--- config.mk ---
export PLATFORM = sky130hd
export DESIGN_NAME = pulse_count_error_decoder_unit
export DESIGN_NICKNAME = d
export VERILOG_FILES = /design/src/hw/rtl/pced_pkg.sv /design/src/hw/rtl/pced_timer.sv /design/src/hw/rtl/pulse_count_error_decoder_unit.sv
export SDC_FILE = /design/constraint.sdc
export NUM_CORES = 1
export LEC_CHECK = 0
export BUFFER_PORTS_ARGS = -buffer_cell sky130_fd_sc_hd__buf_2
export CORE_MARGIN = 2
export CORE_UTILIZATION = 30
export CTS_BUF_LIST = sky130_fd_sc_hd__clkbuf_2 sky130_fd_sc_hd__clkbuf_4 sky130_fd_sc_hd__clkbuf_8
export DETAILED_ROUTE_END_ITERATION = 10
export PLACE_DENSITY_LB_ADDON = 0.15
export SLEW_MARGIN = 20
export SYNTH_ARGS = -nofsm -noshare
export SYNTH_HDL_FRONTEND = slang
export SYNTH_HIERARCHICAL = 1
export SYNTH_SLANG_ARGS = --single-unit
--- constraint.sdc ---
create_clock -name i_clk -period 8.9 [get_ports i_clk]
set_input_delay 0.445 -clock i_clk [delete_from_list [all_inputs] [get_ports i_clk]]
set_output_delay 0.445 -clock i_clk [all_outputs]
set_load 0.01 [all_outputs]
--- src/hw/rtl/pced_pkg.sv ---
package pced_pkg;

    // Timer counter width; delay registers are cut to this width on load
    localparam int TIMER_WIDTH = 24;
    localparam int CFG_WIDTH   = 24;
    localparam int CODE_WIDTH  = 4;
    localparam int COUNT_WIDTH = 4;
    localparam int INDEX_WIDTH = 2;

    typedef logic [TIMER_WIDTH-1:0] t_timer;
    typedef logic [CFG_WIDTH-1:0]   t_cfg;
    typedef logic [CODE_WIDTH-1:0]  t_code;
    typedef logic [COUNT_WIDTH-1:0] t_count;
    typedef logic [INDEX_WIDTH-1:0] t_index;

    // Register indexes
    localparam t_index REG_SEQUENCE_DELAY = 2'd0;
    localparam t_index REG_RESET_DELAY    = 2'd1;

    // Reset values of the delay registers
    localparam t_cfg SEQUENCE_DELAY_RESET = 24'd1000;
    localparam t_cfg RESET_DELAY_RESET    = 24'd5000;

    // Error codes
    localparam t_code ERR_NONE         = 4'd0;
    localparam t_code ERR_OVERCURRENT  = 4'd1;
    localparam t_code ERR_HALL_FAULT   = 4'd2;
    localparam t_code ERR_LOCKED       = 4'd3;
    localparam t_code ERR_SENSOR1      = 4'd4;
    localparam t_code ERR_SENSOR2      = 4'd5;
    localparam t_code ERR_HIGH_BATTERY = 4'd6;
    localparam t_code ERR_OVERHEAT     = 4'd7;
    localparam t_code ERR_UNKNOWN      = 4'd8;

    // Pulse counts with a defined meaning
    localparam t_count CNT_NONE         = 4'd0;
    localparam t_count CNT_OVERCURRENT  = 4'd1;
    localparam t_count CNT_HALL_FAULT   = 4'd3;
    localparam t_count CNT_LOCKED       = 4'd4;
    localparam t_count CNT_SENSOR1      = 4'd5;
    localparam t_count CNT_SENSOR2      = 4'd6;
    localparam t_count CNT_HIGH_BATTERY = 4'd8;
    localparam t_count CNT_OVERHEAT     = 4'd9;
    localparam t_count CNT_MAX          = 4'd15;

    // Map a pulse count to its error code
    function automatic t_code decode_count(input t_count count);
        t_code code;
        case (count)
            CNT_NONE:         code = ERR_NONE;
            CNT_OVERCURRENT:  code = ERR_OVERCURRENT;
            CNT_HALL_FAULT:   code = ERR_HALL_FAULT;
            CNT_LOCKED:       code = ERR_LOCKED;
            CNT_SENSOR1:      code = ERR_SENSOR1;
            CNT_SENSOR2:      code = ERR_SENSOR2;
            CNT_HIGH_BATTERY: code = ERR_HIGH_BATTERY;
            CNT_OVERHEAT:     code = ERR_OVERHEAT;
            default:          code = ERR_UNKNOWN;
        endcase
        return code;
    endfunction

endpackage

--- src/hw/rtl/pced_timer.sv ---
module pced_timer (
    input  logic            i_clk,
    input  logic            i_rst_n,
    input  logic            i_step,
    input  logic            i_load,
    input  pced_pkg::t_timer i_load_value,
    output logic            o_expire
);
    import pced_pkg::*;

    logic   r_armed;
    t_timer r_count;
    logic   n_armed;
    t_timer n_count;

    // Fire on the tick where the count would reach zero
    assign o_expire = r_armed && (r_count <= t_timer'(1));

    // Load on retrigger, else count down while armed
    always_comb begin
        n_armed = r_armed;
        n_count = r_count;
        if (i_step) begin
            if (i_load) begin
                n_armed = 1'b1;
                n_count = i_load_value;
            end else if (r_armed) begin
                if (o_expire) begin
                    n_armed = 1'b0;
                    n_count = '0;
                end else begin
                    n_count = r_count - t_timer'(1);
                end
            end
        end
    end

    always_ff @(posedge i_clk) begin
        if (!i_rst_n) begin
            r_armed <= 1'b0;
            r_count <= '0;
        end else begin
            r_armed <= n_armed;
            r_count <= n_count;
        end
    end

endmodule

--- src/hw/rtl/pulse_count_error_decoder_unit.sv ---
// A sample's error code is registered and shown in the cycle after the sample is accepted.
// Throughput: one sample per cycle unless the output stalls; the register frees as taken.
// The state update (edge detect, two down-counting timers, count decode) is one
// combinational pass from the state registers into the result register.
// Reset (synchronous, active low) clears all state but the output payload,
// sets the error code to none, and loads the delay registers with 1000 and 5000 ticks.
module pulse_count_error_decoder_unit (
    input  logic             i_clk,
    input  logic             i_rst_n,
    input  logic             i_in_valid,
    output logic             o_in_ready,
    input  logic             i_pin_level,
    output logic             o_out_valid,
    input  logic             i_out_ready,
    output pced_pkg::t_code  o_error_code,
    input  logic             i_cfg_we,
    input  pced_pkg::t_index i_cfg_index,
    input  pced_pkg::t_cfg   i_cfg_data
);
    import pced_pkg::*;

    t_cfg   r_seq_delay;
    t_cfg   r_clr_delay;
    logic   r_last_pin;
    t_count r_pulse_count;
    t_code  r_error;
    logic   r_out_valid;
    t_code  r_out_code;

    t_count n_pulse_count;
    t_code  n_error;
    logic   accept;
    logic   rise;
    logic   seq_expire;
    logic   clr_expire;
    logic   decode;

    // Take a word whenever the output register is empty or being drained
    assign o_in_ready = !r_out_valid || i_out_ready;
    assign accept     = i_in_valid && o_in_ready;
    assign rise       = i_pin_level && !r_last_pin;
    assign decode     = !rise && seq_expire;

    pced_timer u_seq_timer (
        .i_clk        (i_clk),
        .i_rst_n      (i_rst_n),
        .i_step       (accept),
        .i_load       (rise),
        .i_load_value (t_timer'(r_seq_delay)),
        .o_expire     (seq_expire)
    );

    pced_timer u_clr_timer (
        .i_clk        (i_clk),
        .i_rst_n      (i_rst_n),
        .i_step       (accept),
        .i_load       (decode),
        .i_load_value (t_timer'(r_clr_delay)),
        .o_expire     (clr_expire)
    );

    // Clear timer first, then the pulse edge or the decode
    always_comb begin
        n_pulse_count = r_pulse_count;
        n_error       = r_error;
        if (clr_expire && (r_pulse_count == CNT_NONE)) begin
            n_error = ERR_NONE;
        end
        if (rise) begin
            if (r_pulse_count != CNT_MAX) begin
                n_pulse_count = r_pulse_count + t_count'(1);
            end
        end else if (seq_expire) begin
            n_error       = decode_count(r_pulse_count);
            n_pulse_count = CNT_NONE;
        end
    end

    // Hold the delay registers; drop writes to unknown indexes
    always_ff @(posedge i_clk) begin
        if (!i_rst_n) begin
            r_seq_delay <= SEQUENCE_DELAY_RESET;
            r_clr_delay <= RESET_DELAY_RESET;
        end else if (i_cfg_we) begin
            if (i_cfg_index == REG_SEQUENCE_DELAY) begin
                r_seq_delay <= i_cfg_data;
            end else if (i_cfg_index == REG_RESET_DELAY) begin
                r_clr_delay <= i_cfg_data;
            end
        end
    end

    // Advance the decoder state on each accepted word
    always_ff @(posedge i_clk) begin
        if (!i_rst_n) begin
            r_last_pin    <= 1'b0;
            r_pulse_count <= CNT_NONE;
            r_error       <= ERR_NONE;
        end else if (accept) begin
            r_last_pin    <= i_pin_level;
            r_pulse_count <= n_pulse_count;
            r_error       <= n_error;
        end
    end

    // Output register valid
    always_ff @(posedge i_clk) begin
        if (!i_rst_n) begin
            r_out_valid <= 1'b0;
        end else if (accept) begin
            r_out_valid <= 1'b1;
        end else if (i_out_ready) begin
            r_out_valid <= 1'b0;
        end
    end

    // Output register payload
    always_ff @(posedge i_clk) begin
        if (accept) begin
            r_out_code <= n_error;
        end
    end

    assign o_out_valid  = r_out_valid;
    assign o_error_code = r_out_code;

endmodule

==> flow_summary.yaml <==
status:
  run_status: "complete, no violations"
drt:
  avgViaCountPerCell: 5.73
  postRouteWirelength_um: 20400
  detail_route.iter0.violations: 421
  post-route-drc-count: 0
  routedWlPerCell_um: 18.9
  route.vias.total: 6182
  drt.antenna.violating_nets: 0
  initial_drt_pass_iterations: 7
power_and_ir_drop:
  combPwrFrac: 0.210
  power_frac_seq: 0.422
  vdd.ir_drop.worst_mv: 0.107
  sw_frac_of_total: 0.325
  switching_power_uw: 441
  power_report.internal_total_uw: 916
  p_total_uw: 1360
  total_leakage_power_uw: 0.00267
  power.density_mw_per_mm2: 192
  portion_of_total_power_attributed_to_the_clock_network: 0.368
cts:
  post_cts.repair.setup_buffers: 0
  cts.sinks: 116
  number_of_buffers_inserted_during_clock_tree_synthesis: 17
  cts_tree: "done"
  cts-resized-gates: 0
  worst_setup_hold_path_clk_slew_ns: 0.07
  worst_skew_pair.late_latency_ns: 0.44
  holdBufCountCts: 0
  cts.root.buffer_cell: "clkbuf_8"
  htreeDepth: 4
  cts_max_path_buffers: 2
floorplan:
  number_of_top_level_pins: 38
  initial_utilization: 0.305
  rows: 53
  die_footprint_mm2: 0.0225
  core_region_area_mm2: 0.0210
  chipHeight_um: 150
  die_width_um: 150
synth:
  synth_top_area_share: 0.351
  synth_enable_flop_cells: 4
  avgSynthCellArea_um2: 8.13
  synthDistinctLibCells: 84
  synth-seq-area-share: 0.369
  mappedNetlistNets: 828
  synth.largest_area_cell: "dfxtp_1"
  yosys_most_used_dff: "dfxtp_1"
  synth_async_sr_flop_share: 0
  synthSimpleGateAreaFrac: 0.307
  netlist_area_mm2: 0.00639
  post_synth_mux_area_share: 0.0153
  synthAdderAreaFrac: 0.0196
  synthTopCellsByCount: "151 x nand2_1, 112 x dfxtp_1, 52 x nand3_1"
  synth_area_leaders: "dfxtp_1 35%, nand2_1 8.9%, nand3_1 4.1%"
  flop_and_latch_count_out_of_synthesis: 116
  complex_gate_fraction_of_the_synthesized_area: 0.235
  synthesis.yosys.warnings: 6
  synth_xor_area_frac: 0
  combinational_family_with_the_most_area_after_synthesis: "simple AND/OR/NAND/NOR gates"
  most_common_cell_in_the_synthesized_netlist: "nand2_1"
  post_synth_inst_count: 786
global_route:
  antenna_found_initial: 0
  overflow: 0
  grt_pass1_wl_um: 32400
  grt_max_degree: 68
  vias_in_the_first_global_route: 5928
  global_route_total_usage_across_every_layer: 0.185
timing:
  final-max-slew-violation-count: 0
  finalSetupViolations: 0
  max_freq_mhz: 235
  final.hold.worst_slack_ns: 0.258
  fin_worst_setup_slack_ns: 4.64
  setup_repair_after_global_routing_missed_its_margin: "false"
  layout_worst_path_cycle_share: 0.479
  timing.setup.tns_ns: 0
  timing_worst_slew_pin_value_ns: 1.03
  max-slew-margin-rel: 0.309
  fin_crit_period_ns: 4.26
  finalClockSkew_ns: 0.0129
  timing_hold_violations_final: 0
layout:
  diodes_inserted: 0
  multi_input_area_mm2: 0.00369
  layout-drive-gt1-share: 0.146
  fillCellCount: 2265
  stdcell_count: 1078
  layout.area.seq_mm2: 0.00236
  nets: 832
  area_growth_syn_to_layout_pct: 10.9
critical_path:
  timing.critical_path.fanout_max: 38
  critical_path.startpoint_type: "flip-flop"
  timing.setup.critical_path_class: "reg2reg"
  cp_top_family: "simple AND/OR/NAND/NOR gates"
  crit_path_end_kind: "flip-flop"
  slowest_stage: "nor4_1"
  critPathMaxStageDelay_ns: 0.79
  cp_num_buf_inv: 1
  critPathArrivalTime_ns: 4.63
  crit_required_ns: 9.27
  crit_chain: "or4_1 -> nor3_4 -> nand3b_1 -> nor4_1 -> and2_1 -> buf_4 -> o21a_1 -> nand2_1 -> nor3_1 -> a31oi_1 -> o21ai_0"
placed_design:
  detailedPlacementHpwl_um: 14200
  place_inst: 1046
  buffer_ports.inserted: 37
  globalplace.congestion: 0.931
  preCtsSetupSlack_ns: 4.72
min_path:
  class_of_the_tightest_hold_or_removal_check: "in2reg"
job:
  cap_violations: 0
path summary, 6_finish.rpt:
kind / start / endpoint / slack [ns] / cells after the start
setup reg to reg: u_seq_timer/r_count[6]$_SDFFE_PN0P_ / u_clr_timer/r_count[21]$_SDFFE_PN0P_ / 4.64 / 11
setup / recovery: u_seq_timer/r_count[6]$_SDFFE_PN0P_ / u_clr_timer/r_count[21]$_SDFFE_PN0P_ / 4.64 / 11
hold / removal: i_cfg_data[17] / r_seq_delay[17]$_SDFFE_PN0P_ / 0.26 / 3
hold reg to reg: r_seq_delay[4]$_SDFFE_PN0P_ / r_seq_delay[4]$_SDFFE_PN0P_ / 0.46 / 2
metrics by stage:
| stage | util | area (µm²) |
|---|---|---|
| finish | 0.338 | 7090 |
| global route | 0.338 | 7090 |
| CTS | 0.338 | 7090 |
| detailed placement | 0.319 | 6690 |
| global placement | 0.319 | 6690 |
| floorplan | - | 6390 |
worst min-delay path, cell delays in order:
cell and delay (ns):
buf_2 0.11, nand2_1 0.05, a21boi_1 0.04
cells in the final DEF, fill, tap and decap left out, types with 15 or more instances in the layout:
master	instances
buf_2	37
a21boi_0	15
a31oi_1	22
nand2_1	151
dfxtp_1	112
nand3_1	52
a21boi_1	23
nor4_1	26
o21ai_0	17
clkbuf_8	20
nand4_1	18
a21oi_1	21
nor2_1	40
per-layer routing:
| metal | up-vias | part of all wire | GRT usage |
|---|---|---|---|
| met5 | - | 0 | 0 |
| met4 | 0 | 0.017 | 0.0604 |
| met3 | 30 | 0.046 | 0.0351 |
| met2 | 209 | 0.47 | 0.301 |
| met1 | 3000 | 0.47 | 0.246 |
| li1 | 2943 | - | - |
cells by family (layout without fill, tap and decap cells):
family	after synthesis	after routing
fa+ha+maj	10	10
flops	116	116
buf+inv	76	93
mux	9	9
compound gates	200	200
simple gates	375	375
registers in the layout (all words and copies together) (netlist names), named ones only:
signal and flops:
r_clr_delay 24, r_seq_delay 24, u_clr_timer/r_count 24, u_seq_timer/r_count 24, o_error_code 4, r_error 4, r_pulse_count 4, o_out_valid 1
r_last_pin 1, u_clr_timer/r_armed 1, u_seq_timer/r_armed 1
power groups by stage:
stage	Combinational, µW	Sequential, µW	Clock [µW]
2_1_floorplan	212	573	0
3_5_place_dp	278	585	0
5_1_grt	311	577	533
4_1_cts	279	573	513
3_3_place_gp	276	583	0
6_report	284	574	500
final cells by class:
cell class	count	area share
clock buffer	22	0.0410
clock inverter	10	0.0148
inverter	19	0.0104
multi-input combinational	594	0.521
sequential	116	0.333
tap	275	0.0485
timing repair buffer	42	0.0314
Power figures use the tool's default switching activity.
